==> config.mk <==
export PLATFORM = sky130hd
export DESIGN_NAME = imrm_map
export DESIGN_NICKNAME = d
export VERILOG_FILES = /design/src/design/imrm_pkg.sv /design/src/design/imrm_map.sv
export SDC_FILE = /design/constraint.sdc
export NUM_CORES = 1
export LEC_CHECK = 0
export ABC_AREA = 1
export ABC_CLOCK_PERIOD_IN_PS = 9400
export BUFFER_PORTS_ARGS = -buffer_cell sky130_fd_sc_hd__buf_2
export CORE_MARGIN = 3
export CORE_UTILIZATION = 55
export DETAILED_ROUTE_END_ITERATION = 10
export GPL_ROUTABILITY_DRIVEN = 0
export PLACE_DENSITY_LB_ADDON = 0.1
export SLEW_MARGIN = 10
export SYNTH_ARGS = -nofsm -noshare
export SYNTH_HDL_FRONTEND = slang
export SYNTH_SLANG_ARGS = --single-unit
==> constraint.sdc <==
create_clock -name vclk -period 9.4
set_clock_uncertainty 0.05 [all_clocks]
set_input_delay 1.88 -clock vclk [all_inputs]
set_output_delay 1.88 -clock vclk [all_outputs]
set_load 0.03 [all_outputs]
==> src/design/imrm_pkg.sv <==
// Package for the image region mirror unit.
// Holds frame geometry constants, register indexes, mode codes, shared types
// and the size and corner clamp functions. No dependencies.
package imrm_pkg;

  // Frame store geometry
  localparam int MAX_WIDTH  = 512;
  localparam int MAX_HEIGHT = 512;
  localparam int DEPTH      = MAX_WIDTH * MAX_HEIGHT;
  localparam int ADDR_W     = $clog2(DEPTH);

  // Fixed field widths
  localparam int CRD_W   = 9;   // column and row coordinates
  localparam int SIZE_W  = 10;  // image_width / image_height registers
  localparam int CORN_W  = 16;  // region corner registers
  localparam int MODE_W  = 2;
  localparam int COMP_W  = 8;
  localparam int PIX_W   = 3 * COMP_W;
  localparam int IDX_W   = 3;
  localparam int CFG_W   = 16;

  // Stream packing
  localparam int IN_DATA_W  = 48;  // column, row, red, green, blue, pad
  localparam int OUT_DATA_W = 32;  // red, green, blue, in_range, pad

  // Configuration register indexes
  typedef enum logic [IDX_W-1:0] {
    CFG_MODE         = 3'd0,
    CFG_LEFT_COLUMN  = 3'd1,
    CFG_TOP_ROW      = 3'd2,
    CFG_RIGHT_COLUMN = 3'd3,
    CFG_BOTTOM_ROW   = 3'd4,
    CFG_IMAGE_WIDTH  = 3'd5,
    CFG_IMAGE_HEIGHT = 3'd6
  } cfg_index_t;

  // Mirror modes (the fourth code behaves like no mirror)
  localparam logic [MODE_W-1:0] MODE_NONE  = 2'd0;
  localparam logic [MODE_W-1:0] MODE_ROWS  = 2'd1;
  localparam logic [MODE_W-1:0] MODE_COLS  = 2'd2;
  localparam logic [MODE_W-1:0] MODE_SPARE = 2'd3;

  // Item opcodes
  localparam logic OP_WRITE = 1'b0;
  localparam logic OP_READ  = 1'b1;

  // Register file contents
  typedef struct packed {
    logic [MODE_W-1:0]        mode;
    logic signed [CORN_W-1:0] left_column;
    logic signed [CORN_W-1:0] top_row;
    logic signed [CORN_W-1:0] right_column;
    logic signed [CORN_W-1:0] bottom_row;
    logic [SIZE_W-1:0]        image_width;
    logic [SIZE_W-1:0]        image_height;
  } cfg_regs_t;

  // Memory access decided by the address mapper
  typedef struct packed {
    logic              ok;   // coordinate inside the image
    logic              wr;   // store the pixel
    logic              rd;   // fetch a pixel
    logic [ADDR_W-1:0] addr;
  } access_t;

  // Zero becomes one, anything above the maximum becomes the maximum
  function automatic logic [SIZE_W-1:0] clamp_size(logic [SIZE_W-1:0] v, int max_size);
    logic [SIZE_W-1:0] res;
    if (v == '0) begin
      res = SIZE_W'(1);
    end else if (int'(v) > max_size) begin
      res = SIZE_W'(max_size);
    end else begin
      res = v;
    end
    return res;
  endfunction

  // Negative goes to 0, at or past the size goes to size-1
  function automatic logic [CRD_W-1:0] clamp_corner(logic signed [CORN_W-1:0] v,
                                                     logic [SIZE_W-1:0] size);
    logic signed [CORN_W:0] vx;
    logic signed [CORN_W:0] sx;
    logic [SIZE_W-1:0]      lim;
    logic [CRD_W-1:0]       res;
    vx  = {v[CORN_W-1], v};
    sx  = $signed({{(CORN_W + 1 - SIZE_W){1'b0}}, size});
    lim = size - SIZE_W'(1);
    if (vx < 0) begin
      res = '0;
    end else if (vx >= sx) begin
      res = CRD_W'(lim);
    end else begin
      res = CRD_W'(vx);
    end
    return res;
  endfunction

endpackage

==> src/design/imrm_map.sv <==
// Address mapper: range check, region clamp and mirror of the coordinate.
// Turns one item into a frame store access. Depends on imrm_pkg.
module imrm_map import imrm_pkg::*; (
  input  cfg_regs_t        cfg,
  input  logic             opcode,
  input  logic [CRD_W-1:0] column,
  input  logic [CRD_W-1:0] row,
  output access_t          acc
);

  logic [SIZE_W-1:0] width_use;
  logic [SIZE_W-1:0] height_use;
  logic [CRD_W-1:0]  left;
  logic [CRD_W-1:0]  right;
  logic [CRD_W-1:0]  top;
  logic [CRD_W-1:0]  bottom;
  logic              ok;
  logic              in_region;
  logic [CRD_W+1:0]  row_sum;
  logic [CRD_W+1:0]  col_sum;
  logic [CRD_W-1:0]  src_row;
  logic [CRD_W-1:0]  src_col;

  // Effective image size and clamped region
  assign width_use  = clamp_size(cfg.image_width, MAX_WIDTH);
  assign height_use = clamp_size(cfg.image_height, MAX_HEIGHT);
  assign left       = clamp_corner(cfg.left_column, width_use);
  assign right      = clamp_corner(cfg.right_column, width_use);
  assign top        = clamp_corner(cfg.top_row, height_use);
  assign bottom     = clamp_corner(cfg.bottom_row, height_use);

  assign ok = ({1'b0, column} < width_use) && ({1'b0, row} < height_use);

  assign in_region = (left <= right) && (top <= bottom) &&
                     (column >= left) && (column <= right) &&
                     (row >= top) && (row <= bottom);

  // Mirror within the region; result stays inside it, so it fits
  assign row_sum = {2'b00, bottom} + {2'b00, top} - {2'b00, row};
  assign col_sum = {2'b00, right} + {2'b00, left} - {2'b00, column};

  always_comb begin
    src_row = row;
    src_col = column;
    if (in_region && opcode == OP_READ) begin
      case (cfg.mode)
        MODE_ROWS: src_row = row_sum[CRD_W-1:0];
        MODE_COLS: src_col = col_sum[CRD_W-1:0];
        default:   ;
      endcase
    end
  end

  assign acc.ok   = ok;
  assign acc.wr   = ok && (opcode == OP_WRITE);
  assign acc.rd   = ok && (opcode == OP_READ);
  assign acc.addr = ADDR_W'(int'(src_row) * MAX_WIDTH + int'(src_col));

endmodule

==> results of run 1 <==
## kinds of logic (layout without fill, tap and decap cells)
| family | after synthesis | after routing | synth area share (%) |
|---|---|---|---|
| xor gates and xnor gates | 24 | 24 | 3.95 |
| AOI/OAI and AO/OA | 158 | 158 | 16.6 |
| buffers and inverters | 163 | 281 | 11.5 |
| adders and majority gates | 160 | 160 | 38.5 |
| and+or+nand+nor | 365 | 365 | 29.5 |
## where the power goes
group,switching (mW),total [mW],internal (mW)
sequential,0,0,0
clock,0,0,0
combinational,0.248,0.409,0.161
total,0.248,0.409,0.161
## per-stage QoR
step | setup WS, ns | hold WS (ns) | utilization [%]
2_1_floorplan | 1.20 | 3.82 | -
6_report | 0.670 | 4.06 | 65.8
3_5_place_dp | 0.585 | 4.06 | 65.8
5_1_grt | 0.141 | 4.09 | 65.8
4_1_cts | 0.577 | 4.07 | 65.8
3_3_place_gp | 0.590 | 4.07 | 65.8
## cells in the final DEF, fill, tap and decap left out, types with 2 or more instances in the layout
master                     instances
sky130_fd_sc_hd__nor3_2            2
sky130_fd_sc_hd__nand2_4           2
sky130_fd_sc_hd__buf_2           126
sky130_fd_sc_hd__o21ai_1          17
sky130_fd_sc_hd__nor2_1          111
sky130_fd_sc_hd__nand3_1          33
sky130_fd_sc_hd__inv_1           147
sky130_fd_sc_hd__a21oi_1          63
sky130_fd_sc_hd__nand2_2          15
sky130_fd_sc_hd__nand4_1          14
sky130_fd_sc_hd__nor2_2            4
sky130_fd_sc_hd__nand4_2           3
sky130_fd_sc_hd__and2_1            3
sky130_fd_sc_hd__ha_1            144
sky130_fd_sc_hd__o21ai_0          39
sky130_fd_sc_hd__o21a_1            8
sky130_fd_sc_hd__nor3_1            8
sky130_fd_sc_hd__xnor2_1           8
sky130_fd_sc_hd__fa_1             16
sky130_fd_sc_hd__xor2_1           15
sky130_fd_sc_hd__a31oi_1           3
sky130_fd_sc_hd__nand3_2           3
sky130_fd_sc_hd__inv_2             7
sky130_fd_sc_hd__a21o_1            3
sky130_fd_sc_hd__o21bai_1          3
sky130_fd_sc_hd__nand3b_1          6
sky130_fd_sc_hd__o211ai_1         13
sky130_fd_sc_hd__nand2_1         157
## critical path: cells and delay by family
family	cells	cell delay, ns
and+or+nand+nor	13	1.70
adders and majority gates	4	1.24
AOI/OAI and AO/OA	5	1.06
buffers and inverters	7	0.73
xor gates and xnor gates	1	0.18
## layer usage
metal,global-route usage (%),part of all wire [%]
met1,32.9,43
met2,48.6,52
met3,0.911,4.4
met4,3.24,1.1
met5,0,0
## what timing repair did
item	4_1_cts	5_1_grt
resized for setup	0	1
setup endpoints to repair	0	1
hold buffers	0	0
## area by class of cell
cell class,instances,share of cell area [%]
multi-input combinational,707,78.0
timing repair buffer,127,10.2
inverter,154,9.24
tap,129,2.58
## path summary, 6_finish.rpt
kind / startpoint / endpoint / cells after the start
setup / recovery: cfg[3] / acc[17] / 30
hold / removal: opcode / acc[19] / 3
==> results.toml, run 1 <==
[layout]
antenna_cells_inserted = 0
post_route_cells_drive_above_1_share_pct = 17.2
final_net_count = 1255
ff_latch_area_um2 = 0
synth_to_layout_area_growth_pct = 13.5
filler_cell_count = 970
multi_input_area_um2 = 4880
seq_cells = 0
number_of_clock_buffers_in_the_layout = 0
fin_cells = 1117
final_design_area_no_fill_um2 = 6260

[drt]
drt_first_pass_iters = 5
initial_drt_markers = 245
drc_errors = 0
detailroute.via_count = 5746
average_wire_per_standard_cell_um = 13.2
detail_route.wirelength_um = 14700
vias_per_cell = 5.14
remaining_number_of_nets_flagged_by_the_antenna_check_after_routing = 0

[yosys]
ys_top_cells_by_count = "157 x sky130_fd_sc_hd__nand2_1, 147 x sky130_fd_sc_hd__inv_1, 144 x sky130_fd_sc_hd__ha_1"
synth.cell_area_um2 = 5510
ys.warnings.count = 0
synth.net_count = 1135
synth.most_common_cell = "sky130_fd_sc_hd__nand2_1"
yosys.area.top_type_share_pct = 32.7
seq_area_frac_synth_pct = 0
ys_types = 44
synth_top_area_cell = "sky130_fd_sc_hd__ha_1"
synthTopCellsByArea = "sky130_fd_sc_hd__ha_1 33%, sky130_fd_sc_hd__nand2_1 11%, sky130_fd_sc_hd__inv_1 10%"
avgSynthCellArea_um2 = 6.34
syn_inst = 870

[worst_hold_path]
min-delay-path-class = "in -> out"

[setup_path]
worst_ep_arrival_time_ns = 6.80
required_time_reported_for_the_critical_path_endpoint_ns = 7.47
slowest_delay_ns = 0.41
crit_path_end_kind = "output pin"
crit_path_top_delay_cell = "sky130_fd_sc_hd__fa_1"
timing.setup.critical_path_class = "in -> out"
worst-path-max-fanout = 16
timing.critical_path.from_type = "primary input"

[power]
power_mw = 0.409
leakage_nw = 3.60
p_per_area_nw_per_um2 = 65.3
irDropWorstVdd_mv = 0.0456

[floorplanning]
design.die.area_um2 = 11300
die_w_um = 106
die_y_um = 106
core_region_area_um2 = 9500
floorplan.io_pins = 126
initial_standard_cell_utilization_of_the_core_pct = 58.0
count_of_standard_cell_rows = 35

[timing]
fmax_mhz = 115
timing_hold_violations_final = 0
period_minus_slack_ns = 8.73
tightest_slew_ns = 0.601
worst_slew_margin_rel_pct = 58.9
setup_viol_count_final = 0
final_max_slew_viol_count = 0
unrepaired_setup_endpoints_after_global_routing = "no"
finalSetupTns_ns = 0
timing.final.crit_share_pct = 92.9

[global_routing]
grt_overflow_total = 0
grt_antenna_before_repair = 0
grt_start_max_net_pins = 17
grt_use_total_pct = 25.6
grt_first_pass_wirelength_um = 24400
number_of_global_route_vias_before_repair = 5280

[status]
outcome = "completed"

[clock_network]
postCtsSetupRepairBufs = 0

[placed_design]
numPlacedInstances = 1117
post_dp_hpwl_um = 13200
port-buffer-count = 126
dpl-instance-area_um2 = 6260

[job]
drv.max_cap_violation_count = 0
(Power assumes the default switching activity.)
==> run 2: changes to the inputs <==
Settings changed: CELL_PAD_IN_SITES_DETAIL_PLACEMENT from default to 2, CELL_PAD_IN_SITES_GLOBAL_PLACEMENT from default to 2, CORE_UTILIZATION 55 to 30, MAX_ROUTING_LAYER from default to met4.
==> run 2 against run 1 <==
Effect of this change:
- final area rose by 2.9%
- count of clock-buffer cells in the layout did not move
- worst setup slack worse by 0.12 ns
- cell count increased by 9.2%
- critical endpoint unchanged
- total power up 7.8%
- global-route usage shrank 4.5 points
==> results.toml, run 2 (same netlist as run 1, synthesis figures left out) <==
[status]
outcome = "completed"

[placed_design]
dpl-instance-area_um2 = 6410
post_dp_hpwl_um = 19100
numPlacedInstances = 1218
placement.setup.worst_slack_ns = 0.289
port-buffer-count = 126

[timing]
timing_hold_violations_final = 0
worst_slew_margin_rel_pct = 49.2
period_minus_slack_ns = 8.85
postLayoutSetupSlackWorst_ns = 0.547
final_max_slew_viol_count = 0
tightest_slew_ns = 0.743
timing.final.crit_share_pct = 94.2
setup_viol_count_final = 0
fmax_mhz = 113

[job]
drv.max_cap_violation_count = 0

[layout]
antenna_cells_inserted = 0
final_design_area_no_fill_um2 = 6440
synth_to_layout_area_growth_pct = 16.8
number_of_clock_buffers_in_the_layout = 0
ff_latch_area_um2 = 0
most_frequent_standard_cell_in_the_layout_excluding_fill_and_tap_cells = "sky130_fd_sc_hd__nand2_1"
fin_cells = 1220
post_route_cells_drive_above_1_share_pct = 17.9
seq_cells = 0
final_net_count = 1262
final_cell_mix = "157 x sky130_fd_sc_hd__nand2_1, 147 x sky130_fd_sc_hd__inv_1, 144 x sky130_fd_sc_hd__ha_1, 126 x sky130_fd_sc_hd__buf_2, 111 x sky130_fd_sc_hd__nor2_1"

[floorplanning]
die_y_um = 142
core_region_area_um2 = 17700
die_w_um = 142
initial_standard_cell_utilization_of_the_core_pct = 31.2
count_of_standard_cell_rows = 48
floorplan.io_pins = 126
design.die.area_um2 = 20000

[power]
p_per_area_nw_per_um2 = 68.4
leakage_nw = 3.63
irDropWorstVdd_mv = 0.0303

[drt]
remaining_number_of_nets_flagged_by_the_antenna_check_after_routing = 0
wl_met2_um = 11300
detailroute.via_count = 6121
detail_route.wirelength_um = 20900
wirelength_met1_um = 9060
drc_errors = 0
initial_drt_markers = 206
average_wire_per_standard_cell_um = 17.1
vias_per_cell = 5.02
dr.max_layer_used = "met4"
drt_first_pass_iters = 4
met3RoutedLength_um = 440

[worst_hold_path]
hp-start = "opcode"
hold_path_depth = 3
min-delay-path-class = "in -> out"
worst_hold_end = "acc[19]"

[setup_path]
worst-path-max-fanout = 10
timing.setup.critical_path_class = "in -> out"
crit_path_end_kind = "output pin"
required_time_reported_for_the_critical_path_endpoint_ns = 7.47
worst_ep_arrival_time_ns = 6.92
timing.critical_path.from_type = "primary input"

[global_routing]
grt_antenna_before_repair = 0
grt_overflow_total = 0
grt_use_total_pct = 21.2
grt_start_max_net_pins = 17
grt_first_pass_wirelength_um = 33900
number_of_global_route_vias_before_repair = 6491
run 2: cell count changes in the layout (fill, tap and decap cells not counted), sizes merged:
| cell | delta |
|---|---|
| buf | +7 |
run 2: layout make-up:
cell class | count | area, µm²
fillers | 2276 | 11200
multi-input cells | 707 | 4890
repair buffers | 134 | 691
inverters | 154 | 578
well taps | 225 | 282
run 2: layer usage:
metal  GRT usage, %  up-vias
met4          0.758        0
met2           40.5       78
met3          0.371        6
li1               -     3101
met5              -        -
met1           26.2     2936
run 2: worst max-delay path by stage:
| stage | from | end | cells past startpoint |
|---|---|---|---|
| finish | cfg[3] | acc[17] | 25 |
| global route | cfg[3] | acc[1] | 33 |
| CTS | cfg[3] | acc[17] | 31 |
| detailed placement | cfg[3] | acc[17] | 31 |
| global placement | cfg[3] | acc[17] | 30 |
| floorplan | cfg[3] | acc[17] | 28 |
run 2: critical path: stages:
cell,delay (ns)
sky130_fd_sc_hd__buf_2,0.12
sky130_fd_sc_hd__nor2_1,0.20
sky130_fd_sc_hd__nand3_2,0.14
sky130_fd_sc_hd__o21bai_4,0.30
sky130_fd_sc_hd__nand2_1,0.21
sky130_fd_sc_hd__ha_1,0.34
sky130_fd_sc_hd__a21o_1,0.17
sky130_fd_sc_hd__a21oi_1,0.22
sky130_fd_sc_hd__nor2_1,0.11
sky130_fd_sc_hd__inv_1,0.07
sky130_fd_sc_hd__nand2_1,0.05
sky130_fd_sc_hd__nand2_1,0.05
sky130_fd_sc_hd__nand2_1,0.20
sky130_fd_sc_hd__o21ai_0,0.50
sky130_fd_sc_hd__fa_1,0.56
sky130_fd_sc_hd__fa_1,0.48
sky130_fd_sc_hd__o21ai_1,0.33
sky130_fd_sc_hd__nand4_1,0.14
sky130_fd_sc_hd__nand3_1,0.12
sky130_fd_sc_hd__xor2_1,0.19
sky130_fd_sc_hd__inv_1,0.06
sky130_fd_sc_hd__nand3_1,0.08
sky130_fd_sc_hd__nand2_1,0.06
sky130_fd_sc_hd__a21oi_1,0.11
sky130_fd_sc_hd__buf_2,0.21
run 2: per-stage QoR:
stage / util (%) / hold WS (ns) / power [mW] / TNS [ns]
after floorplan: - / 3.82 / 0.300 / 0
after global routing: 36.5 / 4.11 / 0.513 / -0.00227
after CTS: 36.3 / 4.10 / 0.448 / 0
after detailed placement: 36.3 / 4.10 / 0.445 / 0
final: 36.5 / 4.09 / 0.441 / 0
after global placement: 36.3 / 4.10 / 0.433 / 0
run 2: where the power goes:
part	total [mW]	internal (mW)	leakage (nW)	switching, mW
sequential	0	0	0	0
combinational	0.441	0.168	3.63	0.273
clock	0	0	0	0
total	0.441	0.168	3.63	0.273
run 2: timing repair:
action / 4_1_cts / 5_1_grt
setup endpoints to repair: 0 / 2
buffers inserted: 0 / 2
hold buffers: 0 / 0
gates resized for setup: 0 / 3
==> run 3: changes to the inputs <==
Settings changed: CORE_ASPECT_RATIO from default to 1.25, SETUP_SLACK_MARGIN from default to 0.3.
==> run 3 against run 2 <==
Effect of this change:
- flip-flop and latch count stayed put
- count of clock-buffer cells in the layout stayed put
- global-route usage is 0.70 points higher
- sequential share of layout area stayed put
- largest power group unchanged
- critical path depth is 2 higher
- cell count is 0.41% higher
- worst setup slack better by 0.27 ns
- maximum frequency is 3.2% higher
- combinational power is 1% higher
- die area hardly changed
==> results.toml, run 3 (same netlist as run 1, synthesis figures left out) <==
[status]
outcome = "completed"

[global_routing]
grt_antenna_before_repair = 1
number_of_global_route_vias_before_repair = 6609
grt_overflow_total = 0
grt_start_max_net_pins = 17
grt_use_total_pct = 21.9
grt_first_pass_wirelength_um = 34400

[floorplanning]
core_region_area_um2 = 17800
floorplan.io_pins = 126
die_w_um = 127
initial_standard_cell_utilization_of_the_core_pct = 31.0
design.die.area_um2 = 20000
die_y_um = 158
count_of_standard_cell_rows = 54

[drt]
dr.max_layer_used = "met4"
remaining_number_of_nets_flagged_by_the_antenna_check_after_routing = 0
wl_met2_um = 12500
drt_first_pass_iters = 4
met3RoutedLength_um = 417
vias_per_cell = 5.07
detailroute.via_count = 6205
detail_route.wirelength_um = 21800
initial_drt_markers = 188
drc_errors = 0
wirelength_met1_um = 8600
average_wire_per_standard_cell_um = 17.8

[power]
power_mw = 0.447
irDropWorstVdd_mv = 0.0283
leakage_nw = 3.66
p_per_area_nw_per_um2 = 68.5

[setup_path]
slowest_delay_ns = 0.57
timing.critical_path.from_type = "primary input"
worst-path-max-fanout = 16
crit_path_top_delay_cell = "sky130_fd_sc_hd__fa_1"
required_time_reported_for_the_critical_path_endpoint_ns = 7.47
crit_path_end_kind = "output pin"
worst_ep_arrival_time_ns = 6.65
timing.setup.critical_path_class = "in -> out"
cpMostUsedCell = "sky130_fd_sc_hd__nand2_1"

[layout]
synth_to_layout_area_growth_pct = 18.3
number_of_clock_buffers_in_the_layout = 0
post_route_cells_drive_above_1_share_pct = 19.0
ff_latch_area_um2 = 0
final_net_count = 1267
filler_cell_count = 2325
finished_core_util_pct = 36.7
final_cell_mix = "154 x sky130_fd_sc_hd__nand2_1, 147 x sky130_fd_sc_hd__inv_1, 144 x sky130_fd_sc_hd__ha_1, 125 x sky130_fd_sc_hd__buf_2, 108 x sky130_fd_sc_hd__nor2_1"
seq_cells = 0
most_frequent_standard_cell_in_the_layout_excluding_fill_and_tap_cells = "sky130_fd_sc_hd__nand2_1"

[timing]
finalSetupTns_ns = 0
postLayoutSetupSlackWorst_ns = 0.818
worst_slew_margin_rel_pct = 41.0
setup_viol_count_final = 0
unrepaired_setup_endpoints_after_global_routing = "no"
tightest_slew_ns = 0.863
period_minus_slack_ns = 8.58
fmax_mhz = 117
timing.final.crit_share_pct = 91.3
timing_hold_violations_final = 0
final_max_slew_viol_count = 0
finalHoldWorstSlack_ns = 4.03

[placed_design]
port-buffer-count = 126
post_dp_hpwl_um = 19900
placement.setup.worst_slack_ns = 0.386

[worst_hold_path]
min-delay-path-class = "in -> out"

[clock_network]
cts_hold_buf = 0

[job]
drv.max_cap_violation_count = 0
==> run 3: cell count changes in the layout (fill, tap and decap cells not counted), sizes merged <==
cell    previous run  this run
buf              134       138
diode              0         1
o21bai             4         5
==> run 3: layout make-up <==
type	instances	area, µm²	share of cell area (%)
Tap cell	224	280	4.30
Antenna cell	1	2.50	0.0384
Inverter	154	578	8.86
Timing Repair Buffer	138	723	11.1
Multi-Input combinational cell	708	4940	75.7
==> run 3: worst max-delay path, delay by kind of cell <==
family	cells	cell delay (ns)
simple gates	12	1.24
xor+xnor	1	0.19
compound gates	6	1.36
fa+ha+maj	3	1.36
buf+inv	5	0.59
==> run 3: where the power goes <==
part,total (mW),switching (mW),internal [mW]
sequential,0,0,0
clock,0.0000000143,0,0.0000000143
combinational,0.447,0.276,0.171
==> run 3: path summary, 6_finish.rpt <==
check  startpoint  endpoint  slack, ns  cells after the start
max        cfg[3]   acc[17]       0.82                     27
min        opcode   acc[19]       4.03                      3
==> run 3: timing repair <==
item / 4_1_cts / 5_1_grt
setup buffers: 0 / 1
endpoints found under the setup margin: 0 / 15
endpoints found under the hold margin: 0 / 0
resized for setup: 0 / 14
==> run 3: metrics by stage <==
step	std cells	instance area, µm²
3_3_place_gp	1222	6450
6_report	1225	6520
5_1_grt	1225	6520
4_1_cts	1222	6450
2_1_floorplan	870	5510
3_5_place_dp	1222	6450
==> run 3: metal layers <==
| layer | global-route usage, % | vias to the layer above |
|---|---|---|
| li1 | - | 3112 |
| met1 | 24.1 | 2974 |
| met2 | 44.2 | 97 |
| met3 | 0.849 | 22 |
| met4 | 2.61 | 0 |
| met5 | - | - |
